$ cat config.mk
export PLATFORM = sky130hd
export DESIGN_NAME = cooling_curve_duty_controller_unit_flat
export DESIGN_NICKNAME = d
export VERILOG_FILES = /design/src/rtl/core/ccdc_pkg.sv /design/src/rtl/core/ccdc_if.sv /design/src/rtl/core/ccdc_curve_eval.sv /design/src/rtl/core/cooling_curve_duty_controller_unit.sv /design/src/flat_wrapper.sv
export SDC_FILE = /design/constraint.sdc
export NUM_CORES = 1
export LEC_CHECK = 0
export ABC_AREA = 1
export ABC_CLOCK_PERIOD_IN_PS = 9430
export BUFFER_PORTS_ARGS = -buffer_cell sky130_fd_sc_hd__buf_2
export CORE_ASPECT_RATIO = 0.8
export CORE_MARGIN = 8
export CORE_UTILIZATION = 60
export CTS_CLUSTER_SIZE = 20
export DETAILED_ROUTE_END_ITERATION = 8
export GPL_TIMING_DRIVEN = 1
export PLACE_DENSITY_LB_ADDON = 0.2
export SLEW_MARGIN = 10
export SYNTH_ARGS = -nofsm -noshare
export SYNTH_HDL_FRONTEND = slang
export SYNTH_SLANG_ARGS = --single-unit
$ cat constraint.sdc
create_clock -name clk -period 9.43 [get_ports clk]
set_input_delay 0.943 -clock clk [delete_from_list [all_inputs] [get_ports clk]]
set_output_delay 0.943 -clock clk [all_outputs]
set_load 0.03 [all_outputs]
$ cat src/rtl/core/ccdc_pkg.sv
package ccdc_pkg;

	localparam int TEMP_W    = 16;
	localparam int DUTY_W    = 7;
	localparam int RAW_W     = 8;
	localparam int CFG_W     = 64;
	localparam int CFG_IDX_W = 3;
	localparam int PT_W      = 16;
	localparam int LAST_PT   = 3;

	localparam logic [RAW_W-1:0] DUTY_FULL = 8'd100;

	typedef logic [DUTY_W-1:0] duty_t;
	typedef logic [RAW_W-1:0]  raw_duty_t;

	typedef enum logic [2:0] {
		MODE_AUTO        = 3'd0,
		MODE_SILENT      = 3'd1,
		MODE_QUIET       = 3'd2,
		MODE_BALANCED    = 3'd3,
		MODE_PERFORMANCE = 3'd4,
		MODE_DISABLED    = 3'd5
	} mode_t;

	typedef enum logic [CFG_IDX_W-1:0] {
		REG_MODE        = 3'd0,
		REG_PUMP_TEMPS  = 3'd1,
		REG_PUMP_DUTIES = 3'd2,
		REG_FAN_TEMPS   = 3'd3,
		REG_FAN_DUTIES  = 3'd4,
		REG_PRESETS     = 3'd5,
		REG_LIMITS      = 3'd6
	} reg_idx_t;

	localparam logic [63:0] RST_PUMP_TEMPS  = 64'd163257891708600820;
	localparam logic [31:0] RST_PUMP_DUTIES = 32'd1682649630;
	localparam logic [63:0] RST_FAN_TEMPS   = 64'd163257891708600820;
	localparam logic [31:0] RST_FAN_DUTIES  = 32'd1682648350;
	localparam logic [63:0] RST_PRESETS     = 64'd0;
	localparam logic [23:0] RST_LIMITS      = 24'd6558740;

	// breakpoints past the fourth read the fourth
	function automatic logic [PT_W-1:0] point_temp(input logic [63:0] temps, input int idx);
		int k;
		k = (idx > LAST_PT) ? LAST_PT : idx;
		return temps[PT_W*k +: PT_W];
	endfunction

	function automatic raw_duty_t point_duty(input logic [31:0] duties, input int idx);
		int k;
		k = (idx > LAST_PT) ? LAST_PT : idx;
		return duties[RAW_W*k +: RAW_W];
	endfunction

endpackage

$ cat src/rtl/core/ccdc_if.sv
interface ccdc_sample_if;
	logic                                valid;
	logic                                ready;
	logic signed [ccdc_pkg::TEMP_W-1:0]  temp_tenths;
	logic                                temp_ok;

	modport source (output valid, output temp_tenths, output temp_ok, input ready);
	modport sink   (input valid, input temp_tenths, input temp_ok, output ready);
endinterface

interface ccdc_result_if;
	logic                  valid;
	logic                  ready;
	ccdc_pkg::duty_t       pump_pct;
	ccdc_pkg::duty_t       fan_pct;
	logic                  command_sent;

	modport source (output valid, output pump_pct, output fan_pct, output command_sent,
		input ready);
	modport sink   (input valid, input pump_pct, input fan_pct, input command_sent,
		output ready);
endinterface

$ cat src/rtl/core/ccdc_curve_eval.sv
module ccdc_curve_eval #(
	parameter int CURVE_POINTS = 4
) (
	input  logic                          clk,
	input  logic                          arst_n,
	input  logic                          start,
	input  logic [ccdc_pkg::PT_W-1:0]     temp,
	input  logic [63:0]                   temps,
	input  logic [31:0]                   duties,
	output logic                          done,
	output ccdc_pkg::raw_duty_t           duty
);

	typedef enum logic [4:0] {
		EV_IDLE = 5'b00001,
		EV_MUL1 = 5'b00010,
		EV_MUL2 = 5'b00100,
		EV_DIV  = 5'b01000,
		EV_DONE = 5'b10000
	} ev_state_t;

	ev_state_t state_q;

	logic [ccdc_pkg::PT_W-1:0] p_first, p_last, seg_lo, seg_hi;
	ccdc_pkg::raw_duty_t       seg_dlo, seg_dhi, direct_duty;
	logic                      direct;

	logic [15:0]               span_q, diff_q;
	ccdc_pkg::raw_duty_t       dlo_q, dhi_q, q_q;
	logic signed [16:0]        mul_a;
	logic signed [9:0]         mul_b;
	logic signed [26:0]        prod, acc_q, num;
	logic [24:0]               rem_q, div_sh;
	logic [16:0]               den_q;
	logic [2:0]                k_q;
	logic                      div_ge;

	// segment select: first breakpoint at or above the sample
	always_comb begin
		p_first     = ccdc_pkg::point_temp(temps, 0);
		p_last      = ccdc_pkg::point_temp(temps, CURVE_POINTS - 1);
		seg_lo      = '0;
		seg_hi      = '0;
		seg_dlo     = '0;
		seg_dhi     = '0;
		direct      = 1'b0;
		direct_duty = '0;
		for (int i = CURVE_POINTS - 1; i >= 1; i--) begin
			if (temp <= ccdc_pkg::point_temp(temps, i)) begin
				seg_hi  = ccdc_pkg::point_temp(temps, i);
				seg_lo  = ccdc_pkg::point_temp(temps, i - 1);
				seg_dhi = ccdc_pkg::point_duty(duties, i);
				seg_dlo = ccdc_pkg::point_duty(duties, i - 1);
			end
		end
		if (temp <= p_first) begin
			direct      = 1'b1;
			direct_duty = ccdc_pkg::point_duty(duties, 0);
		end else if (temp >= p_last) begin
			direct      = 1'b1;
			direct_duty = ccdc_pkg::point_duty(duties, CURVE_POINTS - 1);
		end else if (seg_hi <= seg_lo) begin
			direct      = 1'b1;
			direct_duty = seg_dlo;
		end
	end

	// shared multiplier: span*(2*dlo+1), then (t-lo)*(dhi-dlo)
	always_comb begin
		if (state_q == EV_MUL1) begin
			mul_a = $signed({1'b0, span_q});
			mul_b = $signed({1'b0, dlo_q, 1'b1});
		end else begin
			mul_a = $signed({1'b0, diff_q});
			mul_b = $signed({2'b00, dhi_q}) - $signed({2'b00, dlo_q});
		end
	end

	assign prod   = mul_a * mul_b;
	assign num    = acc_q + (prod <<< 1);
	assign div_sh = {8'd0, den_q} << k_q;
	assign div_ge = rem_q >= div_sh;

	always_ff @(posedge clk or negedge arst_n) begin
		if (!arst_n) begin
			state_q <= EV_IDLE;
			k_q     <= '0;
		end else begin
			case (state_q)
				EV_IDLE: begin
					if (start) state_q <= direct ? EV_DONE : EV_MUL1;
				end
				EV_MUL1: state_q <= EV_MUL2;
				EV_MUL2: begin
					state_q <= EV_DIV;
					k_q     <= 3'd7;
				end
				EV_DIV: begin
					if (k_q == 3'd0) state_q <= EV_DONE;
					else k_q <= k_q - 3'd1;
				end
				EV_DONE: state_q <= EV_IDLE;
				default: state_q <= EV_IDLE;
			endcase
		end
	end

	always_ff @(posedge clk) begin
		case (state_q)
			EV_IDLE: begin
				span_q <= seg_hi - seg_lo;
				diff_q <= temp - seg_lo;
				dlo_q  <= seg_dlo;
				dhi_q  <= seg_dhi;
				q_q    <= direct_duty;
			end
			EV_MUL1: acc_q <= prod;
			EV_MUL2: begin
				// numerator stays positive and below 2^25 inside a segment
				rem_q <= num[24:0];
				den_q <= {span_q, 1'b0};
				q_q   <= '0;
			end
			EV_DIV: begin
				if (div_ge) begin
					rem_q     <= rem_q - div_sh;
					q_q[k_q]  <= 1'b1;
				end
			end
			default: ;
		endcase
	end

	assign done = (state_q == EV_DONE);
	assign duty = q_q;

endmodule

$ cat src/rtl/core/cooling_curve_duty_controller_unit.sv
// Pump/fan duty from liquid temperature via two piecewise-linear curves.
// Auto mode with a valid non-negative sample runs the pump curve, then the fan curve, each
// on one shared multiply/divide unit with an 8-step restoring divide (skipped off the curve
// ends or on a flat segment); other cases go straight to the output register.
// The next sample is taken in the cycle after the result loads, so samples are handled
// one at a time; a result still waiting in the output register stalls the following one
// at load. Reset (arst_n low, async): registers to defaults, held duties to zero.
module cooling_curve_duty_controller_unit #(
	parameter int CURVE_POINTS = 4
) (
	input  logic                            clk,
	input  logic                            arst_n,
	input  logic                            cfg_we,
	input  logic [ccdc_pkg::CFG_IDX_W-1:0]  cfg_idx,
	input  logic [ccdc_pkg::CFG_W-1:0]      cfg_wdata,
	ccdc_sample_if.sink                     sample,
	ccdc_result_if.source                   result
);

	typedef enum logic [3:0] {
		ST_IDLE = 4'b0001,
		ST_PUMP = 4'b0010,
		ST_FAN  = 4'b0100,
		ST_DONE = 4'b1000
	} state_t;

	state_t state_q;

	// configuration registers
	logic [2:0]  mode_q;
	logic [63:0] pump_temps_q, fan_temps_q, presets_q;
	logic [31:0] pump_duties_q, fan_duties_q;
	logic [23:0] limits_q;

	// held duties: last command sent
	ccdc_pkg::duty_t held_pump_q, held_fan_q;

	// per-sample working registers
	logic [ccdc_pkg::PT_W-1:0]  temp_q;
	ccdc_pkg::raw_duty_t        pump_raw_q, fan_raw_q;
	logic                       cmd_q;
	logic                       start_q;

	// output register
	logic                       out_valid_q;
	ccdc_pkg::duty_t            out_pump_q, out_fan_q;
	logic                       out_cmd_q;

	logic                       in_fire, go_curve, out_load;
	ccdc_pkg::raw_duty_t        pre_pump, pre_fan;
	ccdc_pkg::raw_duty_t        pump_floor, fan_floor, pump_max, pump_lo, fan_lo;
	ccdc_pkg::duty_t            pump_clamped, fan_clamped;

	logic [63:0]                ev_temps;
	logic [31:0]                ev_duties;
	logic                       ev_done;
	ccdc_pkg::raw_duty_t        ev_duty;

	assign sample.ready = (state_q == ST_IDLE);
	assign in_fire      = sample.valid && sample.ready;

	// ---------------------------------------------------------------
	// Config writes; out-of-range index is dropped
	// ---------------------------------------------------------------
	always_ff @(posedge clk or negedge arst_n) begin
		if (!arst_n) begin
			mode_q        <= ccdc_pkg::MODE_AUTO;
			pump_temps_q  <= ccdc_pkg::RST_PUMP_TEMPS;
			pump_duties_q <= ccdc_pkg::RST_PUMP_DUTIES;
			fan_temps_q   <= ccdc_pkg::RST_FAN_TEMPS;
			fan_duties_q  <= ccdc_pkg::RST_FAN_DUTIES;
			presets_q     <= ccdc_pkg::RST_PRESETS;
			limits_q      <= ccdc_pkg::RST_LIMITS;
		end else if (cfg_we) begin
			case (ccdc_pkg::reg_idx_t'(cfg_idx))
				ccdc_pkg::REG_MODE:        mode_q        <= cfg_wdata[2:0];
				ccdc_pkg::REG_PUMP_TEMPS:  pump_temps_q  <= cfg_wdata;
				ccdc_pkg::REG_PUMP_DUTIES: pump_duties_q <= cfg_wdata[31:0];
				ccdc_pkg::REG_FAN_TEMPS:   fan_temps_q   <= cfg_wdata;
				ccdc_pkg::REG_FAN_DUTIES:  fan_duties_q  <= cfg_wdata[31:0];
				ccdc_pkg::REG_PRESETS:     presets_q     <= cfg_wdata;
				ccdc_pkg::REG_LIMITS:      limits_q      <= cfg_wdata[23:0];
				default: ;
			endcase
		end
	end

	// ---------------------------------------------------------------
	// Sample decode: preset modes pick byte pairs, auto needs a valid,
	// non-negative sample for the curves, otherwise held duties.
	// Codes 6 and 7 behave as auto.
	// ---------------------------------------------------------------
	always_comb begin
		pre_pump = {1'b0, held_pump_q};
		pre_fan  = {1'b0, held_fan_q};
		go_curve = 1'b0;
		case (ccdc_pkg::mode_t'(mode_q))
			ccdc_pkg::MODE_SILENT: begin
				pre_pump = presets_q[7:0];
				pre_fan  = presets_q[15:8];
			end
			ccdc_pkg::MODE_QUIET: begin
				pre_pump = presets_q[23:16];
				pre_fan  = presets_q[31:24];
			end
			ccdc_pkg::MODE_BALANCED: begin
				pre_pump = presets_q[39:32];
				pre_fan  = presets_q[47:40];
			end
			ccdc_pkg::MODE_PERFORMANCE: begin
				pre_pump = presets_q[55:48];
				pre_fan  = presets_q[63:56];
			end
			ccdc_pkg::MODE_DISABLED: ;
			default: go_curve = sample.temp_ok && !sample.temp_tenths[ccdc_pkg::TEMP_W-1];
		endcase
	end

	// ---------------------------------------------------------------
	// Sequencer: pump curve, then fan curve, then hand to output reg
	// ---------------------------------------------------------------
	assign out_load = (state_q == ST_DONE) && (!out_valid_q || result.ready);

	always_ff @(posedge clk or negedge arst_n) begin
		if (!arst_n) begin
			state_q     <= ST_IDLE;
			start_q     <= 1'b0;
			out_valid_q <= 1'b0;
			held_pump_q <= '0;
			held_fan_q  <= '0;
		end else begin
			start_q <= 1'b0;
			case (state_q)
				ST_IDLE: begin
					if (in_fire) begin
						if (go_curve) begin
							state_q <= ST_PUMP;
							start_q <= 1'b1;
						end else begin
							state_q <= ST_DONE;
						end
					end
				end
				ST_PUMP: begin
					if (ev_done) begin
						state_q <= ST_FAN;
						start_q <= 1'b1;
					end
				end
				ST_FAN: begin
					if (ev_done) state_q <= ST_DONE;
				end
				ST_DONE: begin
					if (out_load) state_q <= ST_IDLE;
				end
				default: state_q <= ST_IDLE;
			endcase

			if (out_load) out_valid_q <= 1'b1;
			else if (result.ready) out_valid_q <= 1'b0;

			// disabled mode leaves the held duties alone
			if (out_load && cmd_q) begin
				held_pump_q <= pump_clamped;
				held_fan_q  <= fan_clamped;
			end
		end
	end

	always_ff @(posedge clk) begin
		if (in_fire) begin
			temp_q     <= sample.temp_tenths;
			pump_raw_q <= pre_pump;
			fan_raw_q  <= pre_fan;
			cmd_q      <= (mode_q != ccdc_pkg::MODE_DISABLED);
		end
		if (ev_done && state_q == ST_PUMP) pump_raw_q <= ev_duty;
		if (ev_done && state_q == ST_FAN)  fan_raw_q  <= ev_duty;
		if (out_load) begin
			out_pump_q <= cmd_q ? pump_clamped : '0;
			out_fan_q  <= cmd_q ? fan_clamped : '0;
			out_cmd_q  <= cmd_q;
		end
	end

	// ---------------------------------------------------------------
	// Clamp: floor first, then maximum (a floor above max yields max)
	// ---------------------------------------------------------------
	always_comb begin
		pump_floor = limits_q[7:0];
		fan_floor  = limits_q[15:8];
		pump_max   = (limits_q[23:16] > ccdc_pkg::DUTY_FULL) ? ccdc_pkg::DUTY_FULL
			: limits_q[23:16];
		pump_lo    = (pump_raw_q < pump_floor) ? pump_floor : pump_raw_q;
		fan_lo     = (fan_raw_q < fan_floor) ? fan_floor : fan_raw_q;
		pump_clamped = (pump_lo > pump_max) ? pump_max[ccdc_pkg::DUTY_W-1:0]
			: pump_lo[ccdc_pkg::DUTY_W-1:0];
		fan_clamped  = (fan_lo > ccdc_pkg::DUTY_FULL)
			? ccdc_pkg::DUTY_FULL[ccdc_pkg::DUTY_W-1:0] : fan_lo[ccdc_pkg::DUTY_W-1:0];
	end

	// ---------------------------------------------------------------
	// Shared curve evaluator; curve chosen by sequencer state
	// ---------------------------------------------------------------
	assign ev_temps  = (state_q == ST_FAN) ? fan_temps_q : pump_temps_q;
	assign ev_duties = (state_q == ST_FAN) ? fan_duties_q : pump_duties_q;

	ccdc_curve_eval #(
		.CURVE_POINTS (CURVE_POINTS)
	) u_eval (
		.clk    (clk),
		.arst_n (arst_n),
		.start  (start_q),
		.temp   (temp_q),
		.temps  (ev_temps),
		.duties (ev_duties),
		.done   (ev_done),
		.duty   (ev_duty)
	);

	assign result.valid        = out_valid_q;
	assign result.pump_pct     = out_pump_q;
	assign result.fan_pct      = out_fan_q;
	assign result.command_sent = out_cmd_q;

endmodule

$ cat src/flat_wrapper.sv
// flat-port wrapper written by rule: the top's interface ports become plain ports
module cooling_curve_duty_controller_unit_flat 
#(
	parameter int CURVE_POINTS = 4
)
  (clk, arst_n, cfg_we, cfg_idx, cfg_wdata, sample_valid, sample_temp_tenths, sample_temp_ok, sample_ready, result_valid, result_pump_pct, result_fan_pct, result_command_sent, result_ready);
  ccdc_sample_if sample_i ();
  ccdc_result_if result_i ();
  input  logic clk;
  input  logic arst_n;
  input  logic cfg_we;
  input  logic [ccdc_pkg::CFG_IDX_W-1:0] cfg_idx;
  input  logic [ccdc_pkg::CFG_W-1:0] cfg_wdata;
  input wire logic [$bits(sample_i.valid)-1:0] sample_valid;
  input wire logic [$bits(sample_i.temp_tenths)-1:0] sample_temp_tenths;
  input wire logic [$bits(sample_i.temp_ok)-1:0] sample_temp_ok;
  output wire logic [$bits(sample_i.ready)-1:0] sample_ready;
  output wire logic [$bits(result_i.valid)-1:0] result_valid;
  output wire logic [$bits(result_i.pump_pct)-1:0] result_pump_pct;
  output wire logic [$bits(result_i.fan_pct)-1:0] result_fan_pct;
  output wire logic [$bits(result_i.command_sent)-1:0] result_command_sent;
  input wire logic [$bits(result_i.ready)-1:0] result_ready;
  assign sample_i.valid = sample_valid;
  assign sample_i.temp_tenths = sample_temp_tenths;
  assign sample_i.temp_ok = sample_temp_ok;
  assign sample_ready = sample_i.ready;
  assign result_valid = result_i.valid;
  assign result_pump_pct = result_i.pump_pct;
  assign result_fan_pct = result_i.fan_pct;
  assign result_command_sent = result_i.command_sent;
  assign result_i.ready = result_ready;
  cooling_curve_duty_controller_unit #(.CURVE_POINTS(CURVE_POINTS)) u_core (.clk(clk), .arst_n(arst_n), .cfg_we(cfg_we), .cfg_idx(cfg_idx), .cfg_wdata(cfg_wdata), .sample(sample_i), .result(result_i));
endmodule
Word level (Yosys, flattened, before mapping)
Index checks and enable logic that the tools add are counted.
{"block": "word_totals", "wordCells": 169, "memories": 0, "latch_bits": 0, "output_inout_bits": 17, "romBits": 0, "mem_bits_rw": 0, "in_bits": 89, "ff_bits": 481}
{"block": "classes", "multipliers": 1, "addsub": 6, "n_eq_ne": 29, "muxes": 58, "bitwise": 1, "reduce_logical": 30, "magnitude_cmp": 14, "shifts": 1, "div": 0}
{"cell": "8-bit 2-to-1 mux", "count": 17}
{"cell": "16-bit 2-to-1 mux", "count": 7}
{"cell": "16-bit less-or-equal comparator", "count": 5}
{"cell": "64-bit 2-to-1 mux", "count": 1}
{"cell": "8-bit case mux with 4 select lines", "count": 2}
{"cell": "25-bit case mux with 2 select lines", "count": 1}
{"cell": "32-bit 2-to-1 mux", "count": 1}
{"cell": "16-bit subtractor", "count": 2}
{"cell": "25-bit adder", "count": 1}
{"cell": "25-bit greater-or-equal comparator", "count": 1}
{"cell": "17-bit by 10-bit multiplier with 25-bit output", "count": 1}
{"cell": "25-bit 2-to-1 mux", "count": 1}
{"cell": "17-bit by 3-bit << shifter with 25-bit output", "count": 1}
{"cell": "25-bit subtractor", "count": 1}
{"cell": "8-bit case mux with 3 select lines", "count": 1}
{"cell": "2-bit AND reduction", "count": 11}
{"cell": "4-bit 2-to-1 mux", "count": 5}
{"cell": "5-bit case mux with 4 select lines", "count": 1}
{"cell": "16-bit greater-or-equal comparator", "count": 1}
{"cell": "8-bit by 7-bit > comparator with 1-bit output, second input constant", "count": 2}
{"cell": "8-bit less-than comparator", "count": 2}
{"cell": "4-bit case mux with 4 select lines", "count": 1}
{"cell": "3-bit equality test, second input constant", "count": 5}
{"cell": "5-bit 2-to-1 mux", "count": 3}
{"cell": "other kinds (35)", "count": 66}

Logic depth before layout (Yosys ltp)
Gate-level depths: netlist (run 1).
{"block": "depth", "ltp_word": 13, "mapped_depth": 47}

Modules after synthesis
A second synthesis (run 1) with hierarchy kept.
{"block": "unflattened", "cells_unflattened": 4132, "area_unflattened_um2": 33328.2}
{"module": "ccdc_curve_eval", "seq_area_each_um2": 3804.9, "instances": 1, "area_each_um2": 17952.2, "cells_each": 2342}
{"module": "cooling_curve_duty_controller_unit", "seq_area_each_um2": 9107.5, "instances": 1, "area_each_um2": 15376.0, "cells_each": 1790}

Worst setup path before layout (run 1)
OpenSTA, ideal clock, no wires.
{"block": "synth_timing", "kind": "register to register", "startpoint": "register u_core.u_eval.dhi_q[0]", "endpoint": "register u_core.u_eval.rem_q[24] (data pin)", "period_less_slack_ns": 7.361, "n_path_buf": 0, "t_arrival_ns": 7.107, "path_stages_with_launch": 44, "setup_time_ns": 0.254, "slack_ns": 2.069, "path_cell_list": "edfxtp_1 > inv_1 > ha_1 > inv_1 > fa_1 > nand2_1 > nand2_1 > a21oi_1 > nor2_1 > inv_1 > o21ai_1 > inv_1 > nor2_1 > o21ai_0 > nand2_1 > inv_2 > nand2_1 > fa_1 > [8 not listed] > nand2_1 > a21oi_1 > a211oi_1 > nor2_1 > a211oi_1 > o21ai_0 > xor2_1 > ha_1 > nand2_1 > nor2_1 > inv_1 > nor2_1 > inv_1 > or2_2 > nand3_1 > nand3_1 > nand3_1 > nand2_1"}
{"block": "synth_between", "elab_chain_len": 5}
{"element": "start: declaration", "line": "ccdc_curve_eval.sv:29", "source": "ccdc_pkg::raw_duty_t dlo_q, dhi_q, q_q;"}
{"element": "start signal: assignment", "line": "ccdc_curve_eval.sv:114", "source": "dhi_q <= seg_dhi;"}
{"element": "8-bit by 8-bit subtractor with 9-bit output", "line": "ccdc_curve_eval.sv:75", "source": "mul_b = $signed({2'b00, dhi_q}) - $signed({2'b00, dlo_q});"}
{"element": "10-bit 2-to-1 mux", "line": "ccdc_curve_eval.sv:70", "source": "if (state_q == EV_MUL1) begin"}
{"element": "17-bit by 10-bit multiplier with 25-bit output", "line": "ccdc_curve_eval.sv:79", "source": "assign prod = mul_a * mul_b;"}
{"element": "named net u_core.u_eval.prod[18]", "line": "ccdc_curve_eval.sv:32", "source": "logic signed [26:0] prod, acc_q, num;"}
{"element": "25-bit adder", "line": "ccdc_curve_eval.sv:80", "source": "assign num = acc_q + (prod <<< 1);"}
{"element": "25-bit case mux with 2 select lines", "line": "ccdc_curve_eval.sv:109", "source": "case (state_q)"}
{"element": "end signal: assignment", "line": "ccdc_curve_eval.sv:120", "source": "rem_q <= num[24:0];"}
{"element": "end signal: assignment", "line": "ccdc_curve_eval.sv:126", "source": "rem_q <= rem_q - div_sh;"}
{"element": "end: declaration", "line": "ccdc_curve_eval.sv:33", "source": "logic [24:0] rem_q, div_sh;"}
The timed path passes the listed nets, and every way through them passes these cells.
A chain may end at the register's enable or synchronous reset.

Worst setup path after layout (run 1)
{"block": "layout_timing", "startpoint": "register u_core.u_eval.state_q[3]", "endpoint": "register u_core.u_eval.rem_q[21] (data pin)"}
{"block": "layout_between", "elab_chain_len": 5, "word_cells_on_any_way": 8, "cone_classes": "add/sub: 1; mul: 1; eq/ne: 3; mux: 3"}
{"element": "start: declaration", "line": "ccdc_curve_eval.sv:22", "source": "ev_state_t state_q;"}
{"element": "start signal: assignment", "line": "ccdc_curve_eval.sv:91", "source": "if (start) state_q <= direct ? EV_DONE : EV_MUL1;"}
{"element": "5-bit by 2-bit equality test with 1-bit output *", "line": "ccdc_curve_eval.sv:70"}
{"element": "16-bit 2-to-1 mux / 10-bit 2-to-1 mux (equally long branches)", "line": "ccdc_curve_eval.sv:70"}
{"element": "17-bit by 10-bit multiplier with 25-bit output *", "line": "ccdc_curve_eval.sv:79"}
{"element": "named net u_core.u_eval.prod[19]", "line": "ccdc_curve_eval.sv:32"}
{"element": "25-bit adder *", "line": "ccdc_curve_eval.sv:80"}
{"element": "25-bit case mux with 2 select lines *", "line": "ccdc_curve_eval.sv:109"}
The timed path passes the listed nets; every way through them passes the cells marked *.

==> results of run 1 <==
stage by stage:
step | std cells | area (um^2)
finish | 4723 | 35800
floorplan | 3933 | 32800
global placement | 4631 | 33900
global route | 4723 | 35800
CTS | 4723 | 35800
detailed placement | 4631 | 33900
worst paths after layout:
kind                       depth (start not counted)                                  from                              endpoint  slack, ns
min                                                1                                arst_n   u_core.pump_temps_q[42]$_DFFE_PN0P_       0.31
max reg2reg                                       29  u_core.u_eval.state_q[3]$_DFFE_PN0P_     u_core.u_eval.rem_q[21]$_DFFE_PP_       0.93
max                                               29  u_core.u_eval.state_q[3]$_DFFE_PN0P_     u_core.u_eval.rem_q[21]$_DFFE_PP_       0.93
min reg2reg                                        0                u_core.cmd_q$_DFFE_PP_  u_core.result.command_sent$_DFFE_PP_       0.48
max in group asynchronous                          2                                arst_n      u_core.held_fan_q[1]$_DFFE_PN0P_       7.78
min in group clk                                   0                u_core.cmd_q$_DFFE_PP_  u_core.result.command_sent$_DFFE_PP_       0.48
layer usage:
metal | up-vias | GRT usage [%] | routed length [um]
li1 | 13102 | - | -
met2 | 1239 | 43.2 | 38400
met3 | 184 | 8.83 | 10700
met4 | 6 | 7.30 | 2430
met5 | - | 0 | 47
met1 | 13032 | 43.2 | 41300
worst max-delay path: cells and delay by family (launching register included):
family,cells,cell delay (ns)
buf+inv,5,0.82
simple gates,11,2.13
xor+xnor,1,0.16
flops,1,0.43
compound gates,5,1.51
fa+ha+maj,7,3.20
flip-flops by register name (all words and copies together), names as in the netlist, 24 cells and up:
| register | count |
|---|---|
| u_core.presets_q | 64 |
| u_core.fan_duties_q | 32 |
| u_core.pump_duties_q | 32 |
| u_core.fan_temps_q | 64 |
| u_core.u_eval.acc_q | 25 |
| u_core.u_eval.rem_q | 25 |
| u_core.limits_q | 24 |
| u_core.pump_temps_q | 64 |
logic make-up (layout without fill, tap and decap cells):
group,Yosys count,in the layout
flip-flops,481,481
AO/OA/AOI/OAI,860,860
multiplexers,71,71
AND/OR/NAND/NOR,1480,1480
buffers and inverters,615,703
adder cells (fa/ha/maj),361,361
other,1,1
XOR/XNOR,64,64
final cells by class:
| type | instances | share of cell area [%] |
|---|---|---|
| clock inverters | 33 | 1.68 |
| multi-input cells | 2837 | 48.9 |
| flip-flops and latches | 481 | 36.3 |
| inverters | 481 | 5.05 |
| repair buffers | 130 | 2.06 |
| well taps | 702 | 2.46 |
| clock buffers | 59 | 3.62 |
cells in the mapped netlist, types with 15 or more instances:
cell | number | area (um^2)
sky130_fd_sc_hd__mux2i_1 | 71 | 711
sky130_fd_sc_hd__nor2_1 | 237 | 890
sky130_fd_sc_hd__fa_1 | 115 | 2300
sky130_fd_sc_hd__nand2_1 | 1047 | 3930
sky130_fd_sc_hd__buf_2 | 33 | 165
sky130_fd_sc_hd__inv_1 | 458 | 1720
sky130_fd_sc_hd__nand3_1 | 101 | 505
sky130_fd_sc_hd__xnor2_1 | 22 | 193
sky130_fd_sc_hd__o21ai_0 | 462 | 2310
sky130_fd_sc_hd__clkbuf_1 | 86 | 323
sky130_fd_sc_hd__dfrtp_1 | 243 | 6080
sky130_fd_sc_hd__xor2_1 | 42 | 368
sky130_fd_sc_hd__a31oi_1 | 22 | 138
sky130_fd_sc_hd__ha_1 | 246 | 3080
sky130_fd_sc_hd__nor3_1 | 25 | 125
sky130_fd_sc_hd__inv_2 | 20 | 75.1
sky130_fd_sc_hd__or2_2 | 15 | 93.8
sky130_fd_sc_hd__nand4_1 | 23 | 144
sky130_fd_sc_hd__edfxtp_1 | 170 | 5100
sky130_fd_sc_hd__a22oi_1 | 16 | 120
sky130_fd_sc_hd__a21oi_1 | 219 | 1100
sky130_fd_sc_hd__dfstp_2 | 68 | 1790
==> out/summary.md, run 1 <==
• 277 um — width of the die
• 62,500 um^2 — die outline area
• 170 — count of flip-flops with a built-in enable after synthesis
• 0 — number of instances resized during post-cts repair
• 0.89 ns — longest individual stage delay on the worst path
• 29.6% — global-route usage over all layers
• 1.20 ns — Slew @ Worst Pin
• 0.305 ns — worst hold-check slack
• 64.7% — Post-synth ARST share
• 118 MHz — f_max
• 146,000 um — first-pass GRT wire length
• flip-flop — startpoint kind of the worst setup timing path
• 2.17% — multiplexer share of the synthesized area
• 70,500 um — hpwl dp
• 6 — detailed-routing iteration count for the pre-antenna-repair pass
• 0.0620 ns — Fin Clk Skew
• 66.4% — Layout Utilization
• sky130_fd_sc_hd__nand2_1 — commonest non-fill, non-tap cell in the layout
• 19.9% — worst slew slack as a fraction of its limit
• 0 ns — total negative slack for setup checks
• 32,800 um^2 — Mapped Area
• 0 — count of antenna diodes in the layout
• 1.71% — fraction of synthesized cell area in xor and xnor cells
• 19.7 um — routed length per instance
• 1.06 ns — post-placement worst setup slack
• 9.79 ns — critical path required time
• 163 — largest net degree at the start of global routing
• flip-flop — crit end category
• 0.932 ns — setup slack of the critical path after layout
• 0 — number of warnings reported in the yosys synthesis log
• 49 — cts bufs inserted
• 2,964 — Initial DRC Count
• 1,042 x sky130_fd_sc_hd__nand2_1, 462 x sky130_fd_sc_hd__o21ai_0, 457 x sky130_fd_sc_hd__inv_1, 246 x sky130_fd_sc_hd__ha_1, 243 x sky130_fd_sc_hd__dfrtp_1 — most frequent cells in the layout
• 4,383 — Synth Net Count
• 5.84 — average vias per placed instance
• 14.8% — post-synthesis compound-gate area fraction
• 27,563 — via count
• 53,900 um^2 — core box area
• 9.01% — layout overhead on the synthesized area
• 90.1% — post-route fraction of the period consumed by the critical path
• 105 — PortBufs
• 76 — cell row count
• 0 — Setup Buffers After CTS
• 13,000 um^2 — combined flip-flop and latch cell area
• 0 — setup violators final
• 0 — Final ANT Viol Nets
• 22 — largest driver fanout on the critical path
• 481 — number of register bits inferred by synthesis
• 0.06 ns — clock transition at the registers of the reported paths
• 8.50 ns — Final Critical Period
• 0 — Hold Buf Count CTS
• 39.5% — sequential-to-total area share from yosys stat
• 3 — number of antenna violations at the first check in global routing
• sky130_fd_sc_hd__dfrtp_1 — Top FF cell, synth
• 0 — remaining global-route overflow
• 60.9% — starting density of the core
• 0.63 ns — worst skew pair latency
• 0 — number of maximum-capacitance violations
• 18.0% — share of synthesized cell area in and, or, nand and nor gates
• 2 — deepest level of the CTS H-tree
• 0.985 — GPL Wtd Cong
• 0 — number of hold violations in the final report
• 9.10% — share of post-route cells with drive strength above 1
• sky130_fd_sc_hd__o21ai_1 — cell with the largest stage delay on the worst path
• false — setup repair after global routing missed its margin
• 93,000 um — overall routed net length
• 0 — remaining design rule violation count
• input pin to async pin — class of the most critical hold timing path
• 8.34 um^2 — mean instance size in the synthesized netlist
• 16.4% — adder-cell area share of the yosys netlist
• 4,430 — net total in the final layout
• 225 um — Vert. Die Dim
• 481 — total number of clock tree sinks
• done — TritonCTS clock tree
• 26,009 — number of global-route vias before repair
• simple AND/OR/NAND/NOR gates — combinational family with the most area after synthesis
• 106 — IO Count
• 59 — number of distinct library cells after synthesis
• 17,500 um^2 — area of combinational cells with multiple inputs
• 3,933 — gate count of the mapped netlist
• finished, final reports clean — run status
• flip-flop to flip-flop — kind of critical path
• 0 — final number of max-transition violations
• 8.86 ns — endpoint arrival time on the critical path
• 4,466 — number of fillers in the final layout
• sky130_fd_sc_hd__fa_1 — most used cell along the critical path
• sky130_fd_sc_hd__clkbuf_16 — clock root buffer master
• 3 — Max clock buf depth
Power of run 1 is not shown: default switching activity piles up to over one toggle a cycle in this logic, so the estimate is an artifact.
==> run 2, diff against run 1 <==
- ABC_CLOCK_PERIOD_IN_PS: 9430 -> 7100
- CORE_UTILIZATION: 60 -> 58
- clock period: 9.43 -> 7.1 ns (I/O delays scaled with it)
==> out/summary.md, run 2 (same netlist as run 1, synthesis figures left out) <==
• finished, violations left — run status
• setup timing — failing checks
• 26,563 — number of global-route vias before repair
• 0 — Hold Buf Count CTS
• true — setup repair after global routing missed its margin
• 19.9 um — routed length per instance
• flip-flop to flip-flop — kind of critical path
• sky130_fd_sc_hd__fa_1 — cell with the largest stage delay on the worst path
• 149,000 um — first-pass GRT wire length
• 105 — PortBufs
• input pin to async pin — class of the most critical hold timing path
• 282 um — width of the die
• 13,000 um^2 — combined flip-flop and latch cell area
• 0 — remaining design rule violation count
• 99,100 um — overall routed net length
• 1 — number of antenna violations at the first check in global routing
• 64,500 um^2 — die outline area
• 5 — largest driver fanout on the critical path
• u_core.u_eval.dhi_q[0]$_DFFE_PP_ — Critical Path Start
• 0 — number of maximum-capacitance violations
• 0.56 ns — longest individual stage delay on the worst path
• sky130_fd_sc_hd__nand2_1 — commonest non-fill, non-tap cell in the layout
• 0.989 — GPL Wtd Cong
• u_core.fan_temps_q (64), u_core.presets_q (64), u_core.pump_temps_q (64) — largest registers
• 1,013 x sky130_fd_sc_hd__nand2_1, 440 x sky130_fd_sc_hd__inv_1, 435 x sky130_fd_sc_hd__o21ai_0, 243 x sky130_fd_sc_hd__dfrtp_1, 221 x sky130_fd_sc_hd__nor2_1 — most frequent cells in the layout
• flip-flop — crit end category
• 56,300 um^2 — core box area
• 0 — Final ANT Viol Nets
• 108% — post-route fraction of the period consumed by the critical path
• 29.3% — global-route usage over all layers
• sky130_fd_sc_hd__clkbuf_16 — clock root buffer master
• flip-flop — startpoint kind of the worst setup timing path
• 0.06 ns — clock transition at the registers of the reported paths
• 164 — largest net degree at the start of global routing
• 0 — number of hold violations in the final report
• 6 — detailed-routing iteration count for the pre-antenna-repair pass
• sky130_fd_sc_hd__fa_1 — most used cell along the critical path
• 8.05 ns — endpoint arrival time on the critical path
• 3 — Max clock buf depth
• 2 — deepest level of the CTS H-tree
• 17.6% — share of post-route cells with drive strength above 1
• 1.18 ns — Slew @ Worst Pin
• 0 — remaining global-route overflow
• 78 — cell row count
• 35,400 um^2 — cell area reported after detailed placement
• 0.63 ns — worst skew pair latency
• 481 — total number of clock tree sinks
• 0 — count of antenna diodes in the layout
• 58.3% — starting density of the core
• 7.46 ns — critical path required time
• 106 — IO Count
• 130 MHz — f_max
• 7.69 ns — Final Critical Period
• 28,760 — via count
• -0.587 ns — setup slack of the critical path after layout
• 21.3% — worst slew slack as a fraction of its limit
• 0.0811 ns — worst hold-check slack
• 3,632 — Initial DRC Count
• 4,478 — number of fillers in the final layout
• 48 — cts bufs inserted
• 17.2% — layout overhead on the synthesized area
• 0 — final number of max-transition violations
• 4,637 — net total in the final layout
• 0.0501 ns — Fin Clk Skew
• 71,500 um — hpwl dp
• 5.77 — average vias per placed instance
• done — TritonCTS clock tree
• 13 — setup violators final
• 18,700 um^2 — area of combinational cells with multiple inputs
• 229 um — Vert. Die Dim
• 38,500 um^2 — Non-Filler Cell Area, Final
• u_core.u_eval.dhi_q[0]$_DFFE_PP_ — start of the worst register-to-register path
## run 2: cell types whose count changed in the layout (fill, tap and decap cells not counted), sizes merged
cell      previous run  this run
buf                130       338
clkbuf              59        66
clkinvlp             3         1
inv                482       485
bufinv              14         4
## run 2: final timing paths
path	slack [ns]	end	cells after the start
min in group clk	0.29	u_core.temp_q[3]$_DFFE_PP_	1
max reg2reg	-0.59	u_core.u_eval.rem_q[21]$_DFFE_PP_	40
min	0.08	u_core.fan_temps_q[42]$_DFFE_PN0P_	1
min reg2reg	0.47	u_core.result.command_sent$_DFFE_PP_	0
max in group asynchronous	5.68	u_core.fan_temps_q[16]$_DFFE_PN0P_	2
max	-0.59	u_core.u_eval.rem_q[21]$_DFFE_PP_	40
## run 2: stage by stage
stage | setup slack, ns | TNS [ns] | utilization (%) | std cells
detailed placement | -0.453 | -4.36 | 62.9 | 4864
floorplan | 0.0228 | 0 | - | 3933
global placement | -0.364 | -2.97 | 62.9 | 4864
finish | -0.587 | -4.49 | 68.3 | 4987
global route | -0.898 | -9.19 | 68.3 | 4987
CTS | -0.208 | -1.20 | 67.0 | 4976
## run 2: timing repair
action / CTS / global route
buffers inserted: 23 / 12
pin swaps: 64 / 60
endpoints found under the setup margin: 14 / 17
cloned: 0 / 0
resized for setup: 124 / 131
## run 2: routing by layer
metal | up-vias | wire length [um] | track usage (%)
li1 | 13531 | - | -
met1 | 13631 | 43600 | 44.3
met2 | 1401 | 42300 | 42.2
met3 | 195 | 10800 | 6.83
met4 | 2 | 2480 | 6.89
met5 | - | 12 | 0
## run 2: layout make-up
class / instances / share of cell area (%)
inverter: 481 / 4.72
tap: 760 / 2.47
clock inverter: 24 / 0.774
sequential: 481 / 33.7
multi-input combinational: 2837 / 48.5
clock buffer: 66 / 3.48
timing repair buffer: 338 / 6.35
## run 2: worst max-delay path, delay by kind of cell (launching register included)
| kind | cells | cell delay (ns) |
|---|---|---|
| AO/OA/AOI/OAI | 7 | 1.01 |
| XOR/XNOR | 1 | 0.21 |
| adder cells (fa/ha/maj) | 9 | 3.61 |
| buffers and inverters | 10 | 0.93 |
| flip-flops | 1 | 0.35 |
| AND/OR/NAND/NOR | 13 | 1.31 |
Power of run 2 is left out for the same reason.
